**src/rtl/kmd_pkg.sv**
```systemverilog
// Shared constants, register codes and per-key state type for the key matrix
// debounce block. No dependencies.
package kmd_pkg;

  localparam int ROWS          = 4;
  localparam int COLS          = 8;
  localparam int LAST_ROW_KEYS = 6;
  localparam int NKEYS         = ROWS * COLS;
  localparam int KEY_W         = (NKEYS > 1) ? $clog2(NKEYS) : 1;

  localparam int ROW_W   = 2;
  localparam int COL_W   = 3;
  localparam int TIME_W  = 32;
  localparam int DELAY_W = 16;
  localparam int NOTE_W  = 7;

  // configuration port
  localparam int DATA_W    = 32;
  localparam int ADDR_W    = 3;
  localparam int REG_IDX_W = ADDR_W - 2;

  localparam logic [REG_IDX_W-1:0] REG_DEBOUNCE_DELAY = REG_IDX_W'(0);
  localparam logic [REG_IDX_W-1:0] REG_BASE_NOTE      = REG_IDX_W'(1);

  localparam logic [DELAY_W-1:0] DEBOUNCE_DELAY_RESET = DELAY_W'(1);
  localparam logic [NOTE_W-1:0]  BASE_NOTE_RESET      = NOTE_W'(36);

  typedef struct packed {
    logic [DELAY_W-1:0] debounce_delay;
    logic [NOTE_W-1:0]  base_note;
  } cfg_t;

  typedef struct packed {
    logic              raw_level;
    logic              pressed;
    logic [TIME_W-1:0] change_time;
  } key_state_t;

  localparam int STATE_W = $bits(key_state_t);

endpackage

```
**src/rtl/kmd_key_if.sv**
```systemverilog
// Input channel carrying one sampled key of the matrix.
// Depends on kmd_pkg for field widths.
interface kmd_key_if;
  logic                         valid;
  logic                         ready;
  logic [kmd_pkg::ROW_W-1:0]    row;
  logic [kmd_pkg::COL_W-1:0]    column;
  logic                         key_level;
  logic [kmd_pkg::TIME_W-1:0]   now_ms;

  modport source (output valid, output row, output column, output key_level,
                  output now_ms, input ready);
  modport sink   (input valid, input row, input column, input key_level,
                  input now_ms, output ready);
endinterface

```
**src/rtl/kmd_note_if.sv**
```systemverilog
// Output channel carrying one note event.
// Depends on kmd_pkg for field widths.
interface kmd_note_if;
  logic                        valid;
  logic                        ready;
  logic [kmd_pkg::NOTE_W-1:0]  note;
  logic                        note_on;

  modport source (output valid, output note, output note_on, input ready);
  modport sink   (input valid, input note, input note_on, output ready);
endinterface

```
**src/rtl/kmd_ram.sv**
```systemverilog
// Generic single-write, single-read synchronous RAM with registered read data.
// No dependencies.
module kmd_ram #(
  parameter int WIDTH = 8,
  parameter int DEPTH = 16
) (
  input  logic                                   clk,
  input  logic                                   we,
  input  logic [((DEPTH > 1) ? $clog2(DEPTH) : 1)-1:0] waddr,
  input  logic [WIDTH-1:0]                       wdata,
  input  logic                                   re,
  input  logic [((DEPTH > 1) ? $clog2(DEPTH) : 1)-1:0] raddr,
  output logic [WIDTH-1:0]                       rdata
);

  logic [WIDTH-1:0] mem [DEPTH];

  always_ff @(posedge clk) begin
    if (we) begin
      mem[waddr] <= wdata;
    end
    if (re) begin
      rdata <= mem[raddr];
    end
  end

endmodule

```
**src/rtl/kmd_regs.sv**
```systemverilog
// APB-style configuration registers: debounce delay and base note.
// Depends on kmd_pkg for register codes, widths and reset values.
module kmd_regs (
  input  logic                        clk,
  input  logic                        rst,
  input  logic                        psel,
  input  logic                        penable,
  input  logic                        pwrite,
  input  logic [kmd_pkg::ADDR_W-1:0]  paddr,
  input  logic [kmd_pkg::DATA_W-1:0]  pwdata,
  output logic [kmd_pkg::DATA_W-1:0]  prdata,
  output logic                        pready,
  output kmd_pkg::cfg_t               cfg
);

  logic [kmd_pkg::REG_IDX_W-1:0] reg_idx;
  logic                          wr_en;

  assign reg_idx = paddr[kmd_pkg::ADDR_W-1:2];
  assign wr_en   = psel && penable && pwrite;
  assign pready  = 1'b1;

  always_ff @(posedge clk) begin
    if (rst) begin
      cfg.debounce_delay <= kmd_pkg::DEBOUNCE_DELAY_RESET;
      cfg.base_note      <= kmd_pkg::BASE_NOTE_RESET;
    end else if (wr_en) begin
      case (reg_idx)
        kmd_pkg::REG_DEBOUNCE_DELAY: begin
          cfg.debounce_delay <= pwdata[kmd_pkg::DELAY_W-1:0];
        end
        kmd_pkg::REG_BASE_NOTE: begin
          cfg.base_note <= pwdata[kmd_pkg::NOTE_W-1:0];
        end
        default: begin
        end
      endcase
    end
  end

  always_comb begin
    case (reg_idx)
      kmd_pkg::REG_DEBOUNCE_DELAY: begin
        prdata = kmd_pkg::DATA_W'(cfg.debounce_delay);
      end
      kmd_pkg::REG_BASE_NOTE: begin
        prdata = kmd_pkg::DATA_W'(cfg.base_note);
      end
      default: begin
        prdata = '0;
      end
    endcase
  end

endmodule

```
**src/rtl/key_matrix_debounce_notes_core.sv**
```systemverilog
// Top level of the key matrix debouncer: per-key state RAM, update stage,
// note output register. Depends on kmd_pkg, kmd_key_if, kmd_note_if,
// kmd_ram and kmd_regs.
//
//  channel   dir  handshake          payload
//  keys      in   valid / ready      row, column, key_level, now_ms
//  notes     out  valid / ready      note, note_on
//  apb       in   psel/penable/...   debounce_delay @0x0, base_note @0x4
//
// One key sample per cycle while the note output is not held; a note is
// offered from the note output register once the update stage fires.
// The state RAM is read on acceptance and written back as the update stage
// fires; a sample of the key just written takes the forwarded entry.
// Reset clears per-key valid bits at once; an unwritten key reads as zero.
// A held note output stalls the update stage and with it the input.
module key_matrix_debounce_notes_core (
  input  logic                        clk,
  input  logic                        rst,
  kmd_key_if.sink                     keys,
  kmd_note_if.source                  notes,
  input  logic                        psel,
  input  logic                        penable,
  input  logic                        pwrite,
  input  logic [kmd_pkg::ADDR_W-1:0]  paddr,
  input  logic [kmd_pkg::DATA_W-1:0]  pwdata,
  output logic [kmd_pkg::DATA_W-1:0]  prdata,
  output logic                        pready
);

  kmd_pkg::cfg_t cfg;

  kmd_regs u_regs (
    .clk     (clk),
    .rst     (rst),
    .psel    (psel),
    .penable (penable),
    .pwrite  (pwrite),
    .paddr   (paddr),
    .pwdata  (pwdata),
    .prdata  (prdata),
    .pready  (pready),
    .cfg     (cfg)
  );

  // acceptance and key decode
  logic                        accept;
  logic                        key_legal;
  logic [kmd_pkg::KEY_W-1:0]   key_idx;
  logic [kmd_pkg::NOTE_W-1:0]  note_num;

  // update stage
  logic                          s1_valid;
  logic                          s1_fire;
  logic [kmd_pkg::KEY_W-1:0]     s1_key;
  logic                          s1_level;
  logic [kmd_pkg::TIME_W-1:0]    s1_now;
  logic [kmd_pkg::NOTE_W-1:0]    s1_note;

  logic [kmd_pkg::NKEYS-1:0]     key_seen;
  logic                          fwd_valid;
  logic [kmd_pkg::KEY_W-1:0]     fwd_key;
  kmd_pkg::key_state_t           fwd_data;

  logic [kmd_pkg::STATE_W-1:0]   ram_rdata;
  kmd_pkg::key_state_t           cur;
  kmd_pkg::key_state_t           upd;
  logic [kmd_pkg::TIME_W-1:0]    elapsed;
  logic                          emit;

  assign s1_fire    = s1_valid && (!notes.valid || notes.ready);
  assign keys.ready = !s1_valid || s1_fire;
  assign accept     = keys.valid && keys.ready;

  assign key_legal = (int'(keys.row) < kmd_pkg::ROWS) &&
                     (int'(keys.column) < kmd_pkg::COLS) &&
                     !((int'(keys.row) == kmd_pkg::ROWS - 1) &&
                       (int'(keys.column) >= kmd_pkg::LAST_ROW_KEYS));

  assign key_idx  = kmd_pkg::KEY_W'(int'(keys.row) * kmd_pkg::COLS + int'(keys.column));
  assign note_num = kmd_pkg::NOTE_W'(int'(cfg.base_note) +
                                     int'(keys.row) * kmd_pkg::COLS +
                                     int'(keys.column));

  kmd_ram #(
    .WIDTH (kmd_pkg::STATE_W),
    .DEPTH (kmd_pkg::NKEYS)
  ) u_state_ram (
    .clk   (clk),
    .we    (s1_fire),
    .waddr (s1_key),
    .wdata (upd),
    .re    (accept),
    .raddr (key_idx),
    .rdata (ram_rdata)
  );

  always_ff @(posedge clk) begin
    if (rst) begin
      s1_valid <= 1'b0;
    end else if (accept) begin
      s1_valid <= key_legal;
    end else if (s1_fire) begin
      s1_valid <= 1'b0;
    end
  end

  always_ff @(posedge clk) begin
    if (accept) begin
      s1_key   <= key_idx;
      s1_level <= keys.key_level;
      s1_now   <= keys.now_ms;
      s1_note  <= note_num;
    end
  end

  // take the entry written at the read edge, else RAM, else the reset value
  always_comb begin
    if (fwd_valid && (fwd_key == s1_key)) begin
      cur = fwd_data;
    end else if (key_seen[s1_key]) begin
      cur = kmd_pkg::key_state_t'(ram_rdata);
    end else begin
      cur = '0;
    end
  end

  // a level change restarts the timer, and nothing fires on that sample
  assign elapsed = s1_now - cur.change_time;
  assign emit    = (s1_level == cur.raw_level) &&
                   (elapsed > kmd_pkg::TIME_W'(cfg.debounce_delay)) &&
                   (s1_level != cur.pressed);

  always_comb begin
    upd.raw_level   = s1_level;
    upd.change_time = (s1_level != cur.raw_level) ? s1_now : cur.change_time;
    upd.pressed     = emit ? s1_level : cur.pressed;
  end

  always_ff @(posedge clk) begin
    if (rst) begin
      key_seen  <= '0;
      fwd_valid <= 1'b0;
    end else if (s1_fire) begin
      key_seen[s1_key] <= 1'b1;
      fwd_valid        <= 1'b1;
    end
  end

  always_ff @(posedge clk) begin
    if (s1_fire) begin
      fwd_key  <= s1_key;
      fwd_data <= upd;
    end
  end

  // note output register
  always_ff @(posedge clk) begin
    if (rst) begin
      notes.valid <= 1'b0;
    end else if (s1_fire && emit) begin
      notes.valid <= 1'b1;
    end else if (notes.ready) begin
      notes.valid <= 1'b0;
    end
  end

  always_ff @(posedge clk) begin
    if (s1_fire && emit) begin
      notes.note    <= s1_note;
      notes.note_on <= s1_level;
    end
  end

endmodule

```
**src/flat_wrapper.sv**
```systemverilog
// flat-port wrapper written by rule: the top's interface ports become plain ports
module key_matrix_debounce_notes_core_flat 
  (clk, rst, psel, penable, pwrite, paddr, pwdata, prdata, pready, keys_valid, keys_row, keys_column, keys_key_level, keys_now_ms, keys_ready, notes_valid, notes_note, notes_note_on, notes_ready);
  kmd_key_if keys_i ();
  kmd_note_if notes_i ();
  input  logic clk;
  input  logic rst;
  input  logic psel;
  input  logic penable;
  input  logic pwrite;
  input  logic [kmd_pkg::ADDR_W-1:0] paddr;
  input  logic [kmd_pkg::DATA_W-1:0] pwdata;
  output logic [kmd_pkg::DATA_W-1:0] prdata;
  output logic pready;
  input wire logic [$bits(keys_i.valid)-1:0] keys_valid;
  input wire logic [$bits(keys_i.row)-1:0] keys_row;
  input wire logic [$bits(keys_i.column)-1:0] keys_column;
  input wire logic [$bits(keys_i.key_level)-1:0] keys_key_level;
  input wire logic [$bits(keys_i.now_ms)-1:0] keys_now_ms;
  output wire logic [$bits(keys_i.ready)-1:0] keys_ready;
  output wire logic [$bits(notes_i.valid)-1:0] notes_valid;
  output wire logic [$bits(notes_i.note)-1:0] notes_note;
  output wire logic [$bits(notes_i.note_on)-1:0] notes_note_on;
  input wire logic [$bits(notes_i.ready)-1:0] notes_ready;
  assign keys_i.valid = keys_valid;
  assign keys_i.row = keys_row;
  assign keys_i.column = keys_column;
  assign keys_i.key_level = keys_key_level;
  assign keys_i.now_ms = keys_now_ms;
  assign keys_ready = keys_i.ready;
  assign notes_valid = notes_i.valid;
  assign notes_note = notes_i.note;
  assign notes_note_on = notes_i.note_on;
  assign notes_i.ready = notes_ready;
  key_matrix_debounce_notes_core u_core (.clk(clk), .rst(rst), .keys(keys_i), .notes(notes_i), .psel(psel), .penable(penable), .pwrite(pwrite), .paddr(paddr), .pwdata(pwdata), .prdata(prdata), .pready(pready));
endmodule
```
**config.mk**
```make
export PLATFORM = sky130hd
export DESIGN_NAME = key_matrix_debounce_notes_core_flat
export DESIGN_NICKNAME = d
export VERILOG_FILES = /design/src/rtl/kmd_pkg.sv /design/src/rtl/kmd_key_if.sv /design/src/rtl/kmd_note_if.sv /design/src/rtl/kmd_ram.sv /design/src/rtl/kmd_regs.sv /design/src/rtl/key_matrix_debounce_notes_core.sv /design/src/flat_wrapper.sv
export SDC_FILE = /design/constraint.sdc
export NUM_CORES = 1
export LEC_CHECK = 0
export BUFFER_PORTS_ARGS = -buffer_cell sky130_fd_sc_hd__buf_2
export CORE_MARGIN = 1.5
export CORE_UTILIZATION = 40
export DETAILED_ROUTE_END_ITERATION = 8
export GPL_ROUTABILITY_DRIVEN = 0
export PLACE_DENSITY_LB_ADDON = 0.2
export RECOVER_POWER = 100
export SYNTH_ARGS = -nofsm -noshare
export SYNTH_HDL_FRONTEND = slang
export SYNTH_SLANG_ARGS = --single-unit
```
**constraint.sdc**
```tcl
create_clock -name clk -period 8.4 [get_ports clk]
set_input_delay 1.26 -clock clk [delete_from_list [all_inputs] [get_ports clk]]
set_output_delay 1.26 -clock clk [all_outputs]
set_load 0.005 [all_outputs]
```
* After elaboration in Yosys (flattened, before gate mapping)
Memory sizes are Yosys's and may differ from the RTL's. A register that Yosys moved wholly into a read port is not among the register bits.
Index checks and enable logic that the tools add are counted.
** Storage, ports and cells
- Bits in registers :: 150
- RAM bits :: 1088
- Input port bits :: 80
- Output and inout bits :: 43
- Memories kept :: 1
** Memories
- u_core.u_state_ram.mem :: depth 32, bits a word 34, rd ports 1, clocked after Yosys merged registers in 1, write ports 1, line kmd_ram.sv:16 : logic [WIDTH-1:0] mem [DEPTH];
** Operators by class
- Add/sub/neg operators :: 4
- $lt $le $gt $ge :: 4
- Equality and inequality tests :: 5
- Mux-type cells :: 15
- Bitwise operators :: 2
- Reduce and logical (&&, ||, !) cells :: 19
** Operators by type and width (number)
- $mux W34 :: 2
- $pmux W32 S2 :: 1
- $gt A32 B16 Y1 :: 1
- $mux W32 :: 1
- $or A32 B32 Y32 :: 1
- $sub A32 B32 Y32 :: 1
- $logic_and A1 B1 Y1 :: 10
- $mux W1 :: 9
- $add A7 B4 Y7 :: 1
- $add A7 B5 Y7 :: 1
- $lt A5 B6 Y1 const B :: 1
- $add A5 B3 Y5 :: 1
- $bmux W1 S5 :: 1
- $demux W1 S5 :: 1
- $eq A5 B5 Y1 :: 1
- $ge A5 B1 Y1 const B :: 1
- $reduce_and A2 Y1 :: 2
- $reduce_bool A2 Y1 :: 2
- $ge A3 B3 Y1 const B :: 1
- $logic_not A1 Y1 :: 3
- $eq A2 B1 Y1 const B :: 1
- $logic_or A1 B1 Y1 :: 2
- $ne A1 B1 Y1 :: 2
- $eq A1 B1 Y1 :: 1
- $not A1 Y1 :: 1

* Longest topological paths before layout
- Depth after elaboration :: 10
- Mapped depth :: 35
- Mapped depth without buffers :: 31

* Modules after synthesis
From an unflattened synthesis, not the netlist that was laid out.
** Unflattened totals
- Cells, all modules :: 3456
- Area total of the unflattened synthesis :: 53233.6 sq um
** Modules (own cells, without submodules)
- kmd_ram :: times used 1, cells each 2399, area an instance 43446.7 sq um, seq. area each 33692.3 sq um
- key_matrix_debounce_notes_core :: times used 1, cells each 924, area an instance 8494.4 sq um, seq. area each 3463.3 sq um
- kmd_regs :: times used 1, cells each 133, area an instance 1292.5 sq um, seq. area each 460.4 sq um

* Least setup slack after synthesis
No wires, ideal clock.
- Kind :: register to register
- From :: register u_core.s1_key[1] in the netlist's numbering
- To :: register u_core.fwd_data[32] in the netlist's numbering (data pin)
- Library setup time :: 0.355 ns
- Arrival time :: 7.191 ns
- Data required time :: 8.045 ns
- Path slack :: 0.854 ns
- Cell stages (with the launch flop) :: 34
- Buffers on the path :: 4
- Period minus slack after synthesis :: 7.546 ns
- Cell sequence :: edfxtp_1 > buf_4 > xnor2_1 > nand4_1 > nor2_2 > buf_2 > buf_2 > buf_1 > nand2_1 > nand2_1 > ha_1 > inv_1 > ha_1 > nor3b_1 > a21oi_1 > o221a_2 > o2111ai_2 > nand3_1 > a21oi_1 > xor2_1 > ha_1 > a21o_1 > a21o_1 > a21o_1 > a211oi_1 > o211ai_1 > a2111oi_0 > nand4_1 > a221o_1 > a221oi_2 > nand4_1 > nor4b_4 > a211oi_1 > a211oi_2
** On the way
- Word-level cells in the longest chain between the ends :: 9
- Elaborated cells on any way between the ends :: 13
- Those cells by class :: add/sub: 1; order compare: 1; eq/ne: 3; mux: 5; reduce/logical: 3
** Ends and longest elaborated chain
- from (decl) :: line key_matrix_debounce_notes_core.sv:54 : logic [kmd_pkg::KEY_W-1:0] s1_key;
- from (signal assigned) :: line key_matrix_debounce_notes_core.sv:109 : s1_key <= key_idx;
- $bmux W1 S5 :: line key_matrix_debounce_notes_core.sv:120 : end else if (key_seen[s1_key]) begin
- $mux W1 (not written as such) :: line key_matrix_debounce_notes_core.sv:120
- $mux W34 :: line key_matrix_debounce_notes_core.sv:120
- $mux W34 * :: line key_matrix_debounce_notes_core.sv:118 : if (fwd_valid && (fwd_key == s1_key)) begin
- $sub A32 B32 Y32 :: line key_matrix_debounce_notes_core.sv:128 : assign elapsed = s1_now - cur.change_time;
- $gt A32 B16 Y1 :: line key_matrix_debounce_notes_core.sv:130 : (elapsed > kmd_pkg::TIME_W'(cfg.debounce_delay)) &&
- $logic_and A1 B1 Y1 :: line key_matrix_debounce_notes_core.sv:129 : assign emit = (s1_level == cur.raw_level) &&
- $logic_and A1 B1 Y1 :: line key_matrix_debounce_notes_core.sv:130
- $mux W1 * :: line key_matrix_debounce_notes_core.sv:136 : upd.pressed = emit ? s1_level : cur.pressed;
- net u_core.u_state_ram.wdata[32] :: line kmd_ram.sv:10 : input logic [WIDTH-1:0] wdata,
- to (signal assigned) :: line key_matrix_debounce_notes_core.sv:152 : fwd_data <= upd;
- to (decl) :: line key_matrix_debounce_notes_core.sv:62 : kmd_pkg::key_state_t fwd_data;
The timed path passes the listed nets; every way through them passes the cells marked *. The select of a mux whose other input is x is not followed.
A chain may end at the register's enable or synchronous reset.

* Worst setup path after layout
- From :: input port keys_row[0]
- To :: register u_core.u_state_ram.rdata[8], read port of u_core.u_state_ram.mem (data pin)
** On the way
- Word-level cells in the longest chain between the ends :: 1
** Ends and longest elaborated chain
- from (decl) :: line flat_wrapper.sv:16 : input wire logic [$bits(keys_i.row)-1:0] keys_row;
- $add A5 B3 Y5 :: line key_matrix_debounce_notes_core.sv:79 : assign key_idx = kmd_pkg::KEY_W'(int'(keys.row) * kmd_pkg::COLS + int'(keys.column));
- to (decl) :: line kmd_ram.sv:13 : output logic [WIDTH-1:0] rdata
No other way between the ends.

==> summary.md <==
The synthesized design contains 1214 enable-type register cells. The depth of the CTS H-tree was 4; the area of the placeable core was 129500 sq um. The worst hold path passes through 0 cells.

For the placement row count, the log shows 132. For this run, the register share of the synthesized area comes to 72.03%. The critical path starts at keys_row[0]. After detailed routing, the number of vias per cell comes to 5.675.

The count of yosys warnings during synthesis was 0. In the post-synthesis netlist, the cell with the most instances is sky130_fd_sc_hd__edfxtp_1. The later-pin clock latency in the skew report was 760 ps. Yosys attributes the largest share of cell area to sky130_fd_sc_hd__edfxtp_1, sky130_fd_sc_hd__mux4_2, sky130_fd_sc_hd__mux2i_1. Width of the die: 364.3 um. The portion of the clock cycle consumed by the worst path in the final layout came out at 95.47%.

Port buffering added 87 buffers. The time the worst path needs with I/O delays and setup came out at 8019 ps. The checks that failed: capacitance limit, slew limit. In this run the critical register-to-register path is captured at u_core.u_state_ram.mem[27][32]$_DFFE_PP_. The initial cell density of the core is 40.33%, and the area of the mapped netlist is 52220 sq um. The length of routed met2 wiring was 64.50 mm. CTS saw 1272 sinks.

The number of max-slew violations in the final report came out at 1884. Clock skew on the completed layout was measured at 28.82 ps. For this block, wires on met1 add up to 57.78 mm. The origin of the critical flop-to-flop path is u_core.s1_key[1]$_DFFE_PP_. The tools report the net count of the finished layout as 3311.

By count the netlist is led by sky130_fd_sc_hd__edfxtp_1, sky130_fd_sc_hd__nor2_1, sky130_fd_sc_hd__mux4_2, sky130_fd_sc_hd__nand2_1, sky130_fd_sc_hd__mux2i_1. At the pin with the least slew margin, the transition time is 6811 ps. Fill cells in the final layout number 11150. Setup total negative slack on the finished layout was measured at 0 ps.

The number of CTS-inserted buffers is 134, and the number of endpoints with negative hold slack in the final report is 0. The worst-case IR drop observed on VDD is 189.9 uV. Signal routing reaches up to met4. The first routing iteration left 3017 violations. The logs give 8720 ps for the critical path data required time and 8340 ps for the critical path arrival. The post-cts hold buffer count is 0, and the post-cts resize count is 0. The worst hold path terminates at u_core.notes.note[1]$_DFFE_PP_.

Clock slew at the register clock pins of the worst setup and hold paths: 60 ps. Once detail routing completed, the nets flagged for antenna violations numbered 0. The final count of negative-setup-slack endpoints is 0. The final layout contains routed wiring with a total length of 132.4 mm.

The layout overhead on the synthesized area came out at 13.27%. CTS placed an instance of sky130_fd_sc_hd__clkbuf_16 at the clock tree root. The via total after detailed routing is 28550, and the filler-free cell count of the finished design is 5031. The worst setup path is captured at a register.

In this run the most critical hold path is launched from u_core.s1_note[1]$_DFFE_PP_. The share of synthesized area in the top cell type comes to 69.81%. Setup repair after global routing left no endpoint under its margin.

The worst setup path is of the primary input to register kind. TritonCTS built the clock tree. Summed over all instances, the cell type with the most area after synthesis is sky130_fd_sc_hd__edfxtp_1. The total global-route track usage came out at 20.05%. In this run the post-CTS setup repair buffer count came out at 0.

The die covers 132700 sq um. Average size of a mapped cell: 17.24 sq um. The number of cell instances on the worst register-to-register path was 33; the synthesis-stage register bit count was 1272. Summed over all nets, wire length on met3 after detailed routing comes to 7.160 mm.

Number of global-route vias before repair: 28670. STA classifies the critical path startpoint as a primary input. After detailed routing, the average wire length per cell comes to 26.31 um.

For flop-to-flop paths, the worst setup slack is 510 ps. The final HPWL from detailed placement was 74.50 mm; the maximum count of clock buffers along a single path was 3. Across the run, the number of max-cap violations was 67. Dividing total power by cell area gives a power density of 242.9 nW/um^2. Timing would allow up to 124.7 MHz. The global-route wire length before repair is 193.6 mm, and the first-pass detailed-route iteration total is 6.

The flow ran to the end, but the final reports show violations. Entering global routing, the biggest net connects 106 pins. DRC violation count after routing: 0. The class of the tightest hold or removal check was register to register. Of all flip-flops after synthesis, the portion carrying an async set or reset was 0%.

The leakage power summed over all cells is 0.01919 uW, and the number of placed instances with taps included is 4794. The total overflow left after global routing is 0. The unique cell type count in the Yosys netlist was 95; the synthesized instance count was 3030. The number of antenna violations at the first check in global routing was 4; the layout cell share with drive strength beyond 1 was 17.86%. The most used flip-flop cell after synthesis is sky130_fd_sc_hd__edfxtp_1. In this run the worst path has a maximum fanout of 105. The worst pin sits at a relative slew slack of -354.1%.

For the I/O pin count, the log shows 123. The chip height is 364.3 um.
sequential cells by signal, indices dropped and copies added, names as in the netlist, 7 cells and up:
signal	cells
u_core.key_seen	32
u_core.s1_note	7
u_core.u_regs.cfg	23
u_core.notes.note	7
u_core.fwd_data	34
u_core.u_state_ram.mem	1088
u_core.s1_now	32
u_core.u_state_ram.rdata	34
report_power, final:
group / leakage, uW / internal, uW / switching (uW)
logic: 0.00555 / 387 / 792
clock network: 0.00213 / 3500 / 2410
registers: 0.0115 / 7240 / 42.5
worst max path at each step:
stage / to / slack (ps) / cells past startpoint
after CTS: u_core.u_state_ram.mem[27][32]$_DFFE_PP_ / 580 / 33
after detailed placement: u_core.u_state_ram.mem[29][32]$_DFFE_PP_ / 580 / 33
after global placement: u_core.u_state_ram.mem[30][32]$_DFFE_PP_ / 690 / 33
after global routing: u_core.u_state_ram.rdata[8]$_DFFE_PP_ / 10 / 7
after floorplan: u_core.fwd_data[32]$_DFFE_PP_ / 850 / 33
final: u_core.u_state_ram.rdata[8]$_DFFE_PP_ / 380 / 5
cell usage in the layout, fill, tap and decap left out, types with 12 or more instances in the layout:
cell	instances
sky130_fd_sc_hd__mux4_2	238
sky130_fd_sc_hd__xor2_1	12
sky130_fd_sc_hd__buf_4	29
sky130_fd_sc_hd__a211oi_1	14
sky130_fd_sc_hd__mux2i_1	155
sky130_fd_sc_hd__dfxtp_1	58
sky130_fd_sc_hd__ha_1	42
sky130_fd_sc_hd__clkbuf_16	138
sky130_fd_sc_hd__nand2_1	211
sky130_fd_sc_hd__a31oi_1	12
sky130_fd_sc_hd__o211ai_1	13
sky130_fd_sc_hd__and3_1	26
sky130_fd_sc_hd__nand4_1	14
sky130_fd_sc_hd__a21oi_2	20
sky130_fd_sc_hd__a21oi_1	100
sky130_fd_sc_hd__a21o_1	19
sky130_fd_sc_hd__conb_1	17
sky130_fd_sc_hd__edfxtp_1	1214
sky130_fd_sc_hd__bufinv_16	15
sky130_fd_sc_hd__nor3_1	20
sky130_fd_sc_hd__clkbuf_1	127
sky130_fd_sc_hd__xnor2_1	20
sky130_fd_sc_hd__buf_2	54
sky130_fd_sc_hd__nor2_4	12
sky130_fd_sc_hd__inv_1	50
sky130_fd_sc_hd__o221ai_1	75
sky130_fd_sc_hd__nand3_1	25
sky130_fd_sc_hd__clkinv_2	14
sky130_fd_sc_hd__nor2_1	229
sky130_fd_sc_hd__clkinv_1	21
sky130_fd_sc_hd__o21ai_0	100
cell type report:
| cell class | count | area [sq um] | area share [%] |
|---|---|---|---|
| Inverter | 51 | 191.4 | 0.3236 |
| Timing Repair Buffer | 184 | 920.9 | 1.557 |
| Clock buffer | 172 | 3601 | 6.087 |
| Antenna cell | 2 | 5.005 | 0.008461 |
| Tap cell | 1742 | 2180 | 3.685 |
| Multi-Input combinational cell | 1545 | 13890 | 23.47 |
| Clock inverter | 63 | 754.5 | 1.275 |
| Sequential cell | 1272 | 37620 | 63.59 |
worst max-delay path, cell delays in order:
cell and delay (ps):
sky130_fd_sc_hd__clkbuf_4 100, sky130_fd_sc_hd__clkdlybuf4s25_1 4880, sky130_fd_sc_hd__o221ai_1 1110, sky130_fd_sc_hd__o221ai_1 510, sky130_fd_sc_hd__o21ai_0 310
stage by stage:
| step | power [uW] | cell area [sq um] | hold WS (ps) | setup slack [ps] | utilization, % |
|---|---|---|---|---|---|
| after global placement | 8545 | 55290 | 404.5 | 694.4 | 42.70 |
| after floorplan | 8154 | 52280 | 400.3 | 854.3 | - |
| final | 14370 | 59150 | 415.9 | 380.6 | 45.68 |
| after detailed placement | 8587 | 55290 | 404.5 | 577.7 | 42.70 |
| after global routing | 14850 | 59150 | 425.8 | 14.82 | 45.68 |
| after CTS | 14490 | 59640 | 417.7 | 581.3 | 46.06 |
cells by family (layout without fill, tap and decap cells):
group,count (synthesis),count (layout),share of synthesized area (%)
adders and majority gates,43,43,1.045
DFF,1272,1272,72.03
AOI/OAI and AO/OA,440,440,5.808
xor gates and xnor gates,34,34,0.5846
muxes,398,398,13.34
and+or+nand+nor,613,613,5.302
buffers and inverters,228,470,1.876
other,2,19,0.01438
per-layer routing:
metal / GRT usage [%] / vias up
li1: - / 12380
met1: 27.64 / 15030
met2: 33.12 / 934
met3: 3.091 / 208
met4: 5.596 / 0
met5: 0 / -
Power figures use the tool's default switching activity.
